==> src/design/dpt_pkg.sv <==
`timescale 1ns / 1ps

package dpt_pkg;

  localparam int DAMPER_COUNT = 3;
  localparam int POS_W        = 8;

  localparam logic [POS_W-1:0] POS_RESET   = 8'd1;
  localparam logic [POS_W-1:0] POS_TIMEOUT = 8'hFF;
  localparam logic [POS_W-1:0] OPEN_RESET  = 8'd100;
  localparam logic [DAMPER_COUNT-1:0] INSTALLED_RESET = 3'b111;

  // item kinds
  localparam logic [1:0] OP_TICK     = 2'd0;
  localparam logic [1:0] OP_ENDSTOP  = 2'd1;
  localparam logic [1:0] OP_COMMAND  = 2'd2;
  localparam logic [1:0] OP_RESERVED = 2'd3;

  // fan modes
  localparam logic [1:0] FAN_OFF     = 2'd0;
  localparam logic [1:0] FAN_DEMAND  = 2'd1;
  localparam logic [1:0] FAN_ON      = 2'd2;
  localparam logic [1:0] FAN_INVALID = 2'd3;

  // damper commands
  localparam logic [1:0] DCMD_CLOSED   = 2'd0;
  localparam logic [1:0] DCMD_OPEN     = 2'd1;
  localparam logic [1:0] DCMD_HALF     = 2'd2;
  localparam logic [1:0] DCMD_RESERVED = 2'd3;

  // register indexes
  localparam logic [1:0] REG_INSTALLED = 2'd0;
  localparam logic [1:0] REG_OPEN_0    = 2'd1;
  localparam logic [1:0] REG_OPEN_1    = 2'd2;
  localparam logic [1:0] REG_OPEN_2    = 2'd3;

  typedef struct packed {
    logic [1:0] op;
    logic [2:0] endstop_low;
    logic [1:0] fan_mode_cmd;
    logic [1:0] damper0_cmd;
    logic [1:0] damper1_cmd;
    logic [1:0] damper2_cmd;
  } item_t;

  typedef struct packed {
    logic [2:0] motor_run;
    logic       fan_run;
    logic [2:0] timeout_flags;
    logic       all_closed;
    logic       at_target;
  } result_t;

  typedef struct packed {
    logic [DAMPER_COUNT-1:0]            installed;
    logic [DAMPER_COUNT-1:0][POS_W-1:0] open_pos;
  } cfg_t;

endpackage

==> src/design/dpt_cfg.sv <==
`timescale 1ns / 1ps

module dpt_cfg (
  input  logic          clk,
  input  logic          rst,
  input  logic          psel,
  input  logic          penable,
  input  logic          pwrite,
  input  logic [3:0]    paddr,
  input  logic [31:0]   pwdata,
  output logic [31:0]   prdata,
  output logic          pready,
  output dpt_pkg::cfg_t cfg
);
  import dpt_pkg::*;

  logic [1:0] reg_index;
  logic       wr_en;

  assign reg_index = paddr[3:2];
  assign pready    = 1'b1;
  assign wr_en     = psel && penable && pwrite;

  always_ff @(posedge clk) begin
    if (rst) begin
      cfg.installed <= INSTALLED_RESET;
      cfg.open_pos  <= {DAMPER_COUNT{OPEN_RESET}};
    end else if (wr_en) begin
      case (reg_index)
        REG_INSTALLED: cfg.installed   <= pwdata[DAMPER_COUNT-1:0];
        REG_OPEN_0:    cfg.open_pos[0] <= pwdata[POS_W-1:0];
        REG_OPEN_1:    cfg.open_pos[1] <= pwdata[POS_W-1:0];
        REG_OPEN_2:    cfg.open_pos[2] <= pwdata[POS_W-1:0];
        default: ;
      endcase
    end
  end

  always_comb begin
    case (reg_index)
      REG_INSTALLED: prdata = {29'd0, cfg.installed};
      REG_OPEN_0:    prdata = {24'd0, cfg.open_pos[0]};
      REG_OPEN_1:    prdata = {24'd0, cfg.open_pos[1]};
      REG_OPEN_2:    prdata = {24'd0, cfg.open_pos[2]};
      default:       prdata = 32'd0;
    endcase
  end

endmodule

==> src/design/dpt_core.sv <==
`timescale 1ns / 1ps

module dpt_core (
  input  logic             clk,
  input  logic             rst,
  input  logic             fire,
  input  dpt_pkg::item_t   item,
  input  dpt_pkg::cfg_t    cfg,
  output dpt_pkg::result_t result_next
);
  import dpt_pkg::*;

  logic [DAMPER_COUNT-1:0][POS_W-1:0] position, position_next;
  logic [DAMPER_COUNT-1:0][POS_W-1:0] target, target_next;
  logic [DAMPER_COUNT-1:0]            latch, latch_next;
  logic [1:0]                         fan_mode, fan_mode_next;
  logic [DAMPER_COUNT-1:0]            motor_state, motor_state_next;

  logic [DAMPER_COUNT-1:0][1:0] dcmd;
  logic [DAMPER_COUNT-1:0]      tflags;
  logic [POS_W-1:0]             pos_sync;
  logic                         closed;
  logic                         reached;

  assign dcmd = {item.damper2_cmd, item.damper1_cmd, item.damper0_cmd};

  always_comb begin
    position_next    = position;
    target_next      = target;
    latch_next       = latch;
    fan_mode_next    = fan_mode;
    motor_state_next = motor_state;
    tflags           = '0;
    pos_sync         = '0;
    closed           = 1'b1;
    reached          = 1'b1;

    case (item.op)
      OP_TICK: begin
        for (int d = 0; d < DAMPER_COUNT; d++) begin
          if (cfg.installed[d]) begin
            // resync to zero on a latched endstop
            pos_sync      = latch[d] ? '0 : position[d];
            latch_next[d] = 1'b0;
            if (target[d] == '0 && pos_sync == POS_TIMEOUT) begin
              tflags[d] = 1'b1;
            end
            if (pos_sync != target[d]) begin
              motor_state_next[d] = 1'b1;
              position_next[d]    = pos_sync + 8'd1;
            end else begin
              motor_state_next[d] = 1'b0;
              position_next[d]    = pos_sync;
            end
          end
        end
      end
      OP_ENDSTOP: begin
        latch_next = latch | item.endstop_low;
      end
      OP_COMMAND: begin
        fan_mode_next = (item.fan_mode_cmd == FAN_INVALID) ? FAN_OFF : item.fan_mode_cmd;
        for (int d = 0; d < DAMPER_COUNT; d++) begin
          case (dcmd[d])
            DCMD_OPEN: target_next[d] = cfg.open_pos[d];
            DCMD_HALF: target_next[d] = cfg.open_pos[d] >> 1;
            default:   target_next[d] = '0;
          endcase
        end
      end
      default: ;
    endcase

    for (int d = 0; d < DAMPER_COUNT; d++) begin
      if (cfg.installed[d]) begin
        if (position_next[d] != '0) begin
          closed = 1'b0;
        end
        if (position_next[d] != target_next[d]) begin
          reached = 1'b0;
        end
      end
    end

    result_next.motor_run     = motor_state_next;
    result_next.fan_run       = (fan_mode_next != FAN_OFF) && reached && !closed;
    result_next.timeout_flags = tflags;
    result_next.all_closed    = closed;
    result_next.at_target     = reached;
  end

  always_ff @(posedge clk) begin
    if (rst) begin
      position    <= {DAMPER_COUNT{POS_RESET}};
      target      <= '0;
      latch       <= '0;
      fan_mode    <= FAN_DEMAND;
      motor_state <= '0;
    end else if (fire) begin
      position    <= position_next;
      target      <= target_next;
      latch       <= latch_next;
      fan_mode    <= fan_mode_next;
      motor_state <= motor_state_next;
    end
  end

  // motors change only on ticks
  a_motor_tick_only: assert property (@(posedge clk) disable iff (rst)
    fire && item.op != OP_TICK |=> $stable(motor_state))
    else $error("motor state changed on a non-tick word");

  // commands never move a damper
  a_cmd_keeps_pos: assert property (@(posedge clk) disable iff (rst)
    fire && item.op == OP_COMMAND |=> $stable(position))
    else $error("position changed on a command word");

  // timeouts only for installed dampers
  a_timeout_installed: assert property (@(posedge clk) disable iff (rst)
    (result_next.timeout_flags & ~cfg.installed) == '0)
    else $error("timeout flagged on an uninstalled damper");

endmodule

==> src/design/damper_position_timer_controller_top.sv <==
`timescale 1ns / 1ps

// Damper position timer controller.
// Item channel (item_valid / item_stall / item): each word is a timer tick,
// an endstop sample or a command. Result channel (result_valid /
// result_stall / result): exactly one status word per item, in order.
// Configuration goes through the APB port: installed mask at 0x0, open
// positions of dampers 0..2 at 0x4, 0x8, 0xC; write only while idle.
// An accepted item passes through the input register and then the result
// register. Throughput: one item per cycle while the receiver does not
// stall; the input register feeds one pass of update logic that writes both
// the damper state and the result register in the same cycle.
// Reset: positions go to 1 so dampers seek an endstop, targets to 0,
// latches clear, fan mode goes to demand, motors stop, both registers empty.
// When the receiver stalls, the result word holds; the input register can
// still fill, and item_stall rises only once both stages are occupied.
module damper_position_timer_controller_top (
  input  logic             clk,
  input  logic             rst,
  input  logic             item_valid,
  output logic             item_stall,
  input  dpt_pkg::item_t   item,
  output logic             result_valid,
  input  logic             result_stall,
  output dpt_pkg::result_t result,
  input  logic             psel,
  input  logic             penable,
  input  logic             pwrite,
  input  logic [3:0]       paddr,
  input  logic [31:0]      pwdata,
  output logic [31:0]      prdata,
  output logic             pready
);
  import dpt_pkg::*;

  cfg_t    cfg;
  item_t   item_reg;
  logic    item_reg_valid;
  logic    advance;
  logic    fire;
  result_t result_next;

  // the result register frees up when empty or taken this cycle
  assign advance    = !result_valid || !result_stall;
  assign fire       = item_reg_valid && advance;
  assign item_stall = item_reg_valid && !advance;

  dpt_cfg u_cfg (
    .clk     (clk),
    .rst     (rst),
    .psel    (psel),
    .penable (penable),
    .pwrite  (pwrite),
    .paddr   (paddr),
    .pwdata  (pwdata),
    .prdata  (prdata),
    .pready  (pready),
    .cfg     (cfg)
  );

  dpt_core u_core (
    .clk         (clk),
    .rst         (rst),
    .fire        (fire),
    .item        (item_reg),
    .cfg         (cfg),
    .result_next (result_next)
  );

  // input register: load whenever it is empty or drains this cycle
  always_ff @(posedge clk) begin
    if (rst) begin
      item_reg_valid <= 1'b0;
    end else if (!item_stall) begin
      item_reg_valid <= item_valid;
    end
  end

  always_ff @(posedge clk) begin
    if (item_valid && !item_stall) begin
      item_reg <= item;
    end
  end

  // result register
  always_ff @(posedge clk) begin
    if (rst) begin
      result_valid <= 1'b0;
    end else if (advance) begin
      result_valid <= fire;
    end
  end

  always_ff @(posedge clk) begin
    if (fire) begin
      result <= result_next;
    end
  end

  // a stall toward the source means a word is held in the input register
  a_stall_held: assert property (@(posedge clk) disable iff (rst)
    item_stall |=> item_reg_valid)
    else $error("input stall without a held word");

  // hold the held input word while stalled
  a_item_reg_hold: assert property (@(posedge clk) disable iff (rst)
    item_stall |=> $stable(item_reg))
    else $error("held input word changed under stall");

  // hold the result word while the receiver stalls
  a_result_hold: assert property (@(posedge clk) disable iff (rst)
    result_valid && result_stall |=> result_valid && $stable(result))
    else $error("result word changed under stall");

endmodule
==> config.mk <==
export PLATFORM = sky130hd
export DESIGN_NAME = damper_position_timer_controller_top
export DESIGN_NICKNAME = d
export VERILOG_FILES = /design/src/design/dpt_pkg.sv /design/src/design/dpt_cfg.sv /design/src/design/dpt_core.sv /design/src/design/damper_position_timer_controller_top.sv
export SDC_FILE = /design/constraint.sdc
export NUM_CORES = 1
export LEC_CHECK = 0
export BUFFER_PORTS_ARGS = -buffer_cell sky130_fd_sc_hd__buf_2
export CAP_MARGIN = 10
export CORE_MARGIN = 2
export CORE_UTILIZATION = 37
export CTS_CLUSTER_DIAMETER = 120
export DETAILED_ROUTE_END_ITERATION = 10
export PLACE_DENSITY = 0.55
export SETUP_SLACK_MARGIN = 0.5
export SLEW_MARGIN = 10
export SYNTH_ARGS = -nofsm -noshare
export SYNTH_HDL_FRONTEND = slang
export SYNTH_SLANG_ARGS = --single-unit
==> constraint.sdc <==
create_clock -name clk -period 3.6 [get_ports clk]
set_input_delay 0.9 -clock clk [delete_from_list [all_inputs] [get_ports clk]]
set_output_delay 0.9 -clock clk [all_outputs]
set_load 0.02 [all_outputs]
==> results.py <==
metrics = {
    "sta": {
        "finalCriticalPeriod_ns": 3.033,
        "report.final.slew_viol_count": 0,
        "fmax_mhz": 329.7,
        "postLayoutSetupSlackWorst_ns": 0.5673,
        "worstMarginPinSlew_ns": 0.8735,
        "report.final.setup_viol": 0,
        "whs_ns": 0.4887,
        "fin_tns_setup_ns": 0,
        "timing.slew.headroom_pct": 41.77,
        "post-route-period-util_pct": 84.24,
        "hold_viol": 0,
        "finClkSkew_ns": 0.01167,
        "grt_setup_unrepaired": "no",
    },
    "cells_and_area": {
        "area_growth_syn_to_layout_pct": 19.09,
        "final_area_um2": 8655,
        "final_cell_count_no_fill": 1237,
        "nNetsFinal": 1032,
        "regMostFlops": "u_cfg.cfg",
        "num_antenna_cells": 0,
        "largest_reg_flops": 27,
        "reg.largest.list": "u_cfg.cfg (27), u_core.position (24), u_core.target (24)",
        "drive_above_1_share_pct": 24.59,
    },
    "setup_path": {
        "critPathMaxFanout": 10,
        "cp-startpoint": "u_core.position[19]",
        "crit_required_ns": 3.83,
        "endpoint": "result[5]",
        "crit_type": "reg2reg",
        "cp-end-kind": "register",
        "critPathLaunchType": "register",
        "arrival_ns": 3.26,
        "reg2reg_slack_ns": 0.57,
        "ff2ff_path_depth": 10,
        "worst_r2r_endpoint": "result[5]",
        "regToRegStartpoint": "u_core.position[19]",
    },
    "die": {
        "fp.dieW_um": 144.1,
        "io_pins": 100,
        "core_um2": 19400,
        "dieArea_um2": 20780,
        "row_count": 51,
        "die_h_um": 144.1,
        "initial_utilization_pct": 37.46,
    },
    "clocking": {
        "clk_latency_ns": 0.36,
        "cts_tree": "yes",
        "clockBufferDepth": 2,
        "holdBufCountCts": 0,
        "path_clk_slew_ns": 0.07,
        "cts_made_buffers": 9,
        "cts.sinks": 107,
        "htree_levels": 3,
        "root_buffer": "clkbuf_16",
    },
    "placed_design": {
        "place_inst": 1202,
        "dp_slack_ns": 0.2262,
        "dp_hpwl_um": 15070,
        "gp_congestion": 0.8819,
        "placed_cell_area_um2": 7794,
        "port_buffers": 48,
    },
    "global_route": {
        "grt_max_degree": 70,
        "grt_pass1_wl_um": 33270,
        "grt_pass1_vias": 6032,
        "gr-total-overflow": 0,
        "grt_usage_pct": 20.51,
        "antenna_found_initial": 0,
    },
    "yosys": {
        "syn_inst": 907,
        "synth_top_area_share_pct": 23.42,
        "yosysTopAreaCell": "dfxtp_1",
        "synth_edf_count": 22,
        "ys_ff_latch": 107,
        "syn_area_um2": 7267,
        "async_flop_share_pct": 0,
        "ys_types": 79,
        "yosysWarnings": 0,
        "synth-seq-area-share_pct": 32.51,
        "synth_area_leaders": "dfxtp_1 (23%), edfxtp_1 (9.1%), nor2_1 (5.5%)",
        "synth_top_flop_cell": "dfxtp_1",
        "avgSynthCellArea_um2": 8.012,
    },
    "detailed_routing": {
        "drcViolationCount": 0,
        "wire_per_inst_um": 17.07,
        "drtPass1Iterations": 5,
        "via_per_inst": 5.534,
        "vias": 6845,
        "wl_um": 21120,
        "drt_iter0_markers": 447,
        "antenna_left": 0,
    },
    "power": {
        "leakagePower_uw": 0.003209,
        "vdd.ir_drop.worst_mv": 0.2185,
        "power_density_nw_per_um2": 322.4,
    },
    "min_path": {
        "hold_class": "reg2reg",
    },
    "run": {
        "cap_violations": 0,
    },
    "outcome": {
        "outcome": "finished, final reports clean",
    },
}
Yosys cell counts, types with 13 or more instances:
cell      number
inv_1         17
nor3_1        38
a21oi_1       62
clkbuf_1      41
xor2_1        23
nand3_1       19
or3_1         13
nand2_1       96
buf_4         27
xnor2_1       17
nor2_1       106
a211oi_1      18
o22ai_1       16
edfxtp_1      22
dfxtp_1       85
mux2i_1       28
a22oi_1       29
o21ai_0       29
worst min path at each step:
| stage | start | slack, ns | end | cells after the start |
|---|---|---|---|---|
| after floorplan | item_reg_valid | 0.45 | result_valid | 2 |
| after global placement | u_core.fan_mode[0] | 0.47 | u_core.fan_mode[0] | 2 |
| after detailed placement | u_core.motor_state[2] | 0.48 | u_core.motor_state[2] | 2 |
| after CTS | u_core.fan_mode[0] | 0.50 | u_core.fan_mode[0] | 2 |
| after global routing | u_core.motor_state[2] | 0.52 | u_core.motor_state[2] | 2 |
| final | u_core.motor_state[2] | 0.49 | u_core.motor_state[2] | 2 |
cells by family (layout without fill, tap and decap cells):
logic type / count (synthesis) / count (layout) / synth area share, %
AND/OR/NAND/NOR: 363 / 363 / 24.81
other: 2 / 25 / 0.1033
XOR/XNOR: 40 / 40 / 4.821
multiplexers: 36 / 36 / 5.561
buffers and inverters: 109 / 151 / 7.851
flip-flops: 107 / 107 / 32.51
adder cells (fa/ha/maj): 9 / 9 / 1.550
AO/OA/AOI/OAI: 241 / 241 / 22.80
routing by layer:
| layer | up-vias | global-route usage [%] | part of all wire, % |
|---|---|---|---|
| met4 | 0 | 5.825 | 1.5 |
| met1 | 3264 | 30.86 | 51 |
| met3 | 16 | 1.954 | 4.2 |
| li1 | 3393 | - | - |
| met5 | - | 0 | 0 |
| met2 | 172 | 31.15 | 44 |
critical path: stages (launching register included):
cell and delay [ns]:
dfxtp_2 0.36, or2_2 0.31, a211oi_2 0.25, o22ai_2 0.12
or2_4 0.32, and3_1 0.19, a211oi_2 0.29, xor2_1 0.14
o41a_1 0.44, nor4_2 0.32, buf_4 0.16
final cells by class:
class	instances	area (um^2)
clock buffer	10	250.2
clock inverter	6	43.79
fill	1981	10740
inverter	19	71.32
multi-input combinational	714	4783
sequential	107	2401
tap	265	331.6
timing repair buffer	116	773.2
per-stage QoR:
stage                     total power (uW)  utilization (%)
after floorplan                       1647                -
after global placement                1759            40.18
after detailed placement              1761            40.18
after CTS                             2776            42.44
after global routing                  2916            44.61
final                                 2790            44.61
where the power goes:
part	internal, uW	leakage (uW)	switching [uW]	total, uW
combinational	194	0.00215	309	503
clock	518	0.000146	478	996
sequential	1260	0.000911	35.6	1290
total	1970	0.00321	822	2790
placed cells by master, fill, tap and decap left out, types with 10 or more instances in the layout:
cell type / Yosys / routed
xnor2_1: 17 / 17
xor2_1: 23 / 22
nand3b_1: 10 / 10
o21ai_0: 29 / 28
buf_4: 27 / 63
a22o_1: 11 / 11
o21a_1: 10 / 10
a211oi_1: 18 / 12
clkbuf_16: 0 / 10
conb_1: 2 / 25
nor2_1: 106 / 103
nand3_1: 19 / 18
mux2i_1: 28 / 27
nor3_1: 38 / 33
a22oi_1: 29 / 26
nand2_1: 96 / 91
dfxtp_1: 85 / 64
a21oi_1: 62 / 60
buf_2: 11 / 48
or3_1: 13 / 13
dfxtp_2: 0 / 16
inv_1: 17 / 17
and3_1: 11 / 11
edfxtp_1: 22 / 22
timing repair:
item / 4_1_cts / 5_1_grt
endpoints found under the setup margin: 2 / 2
setup buffers: 6 / 13
pin swaps: 4 / 21
gates resized for setup: 31 / 73
hold endpoints to repair: 0 / 0
Note: power is estimated with default switching activity, not from simulation.
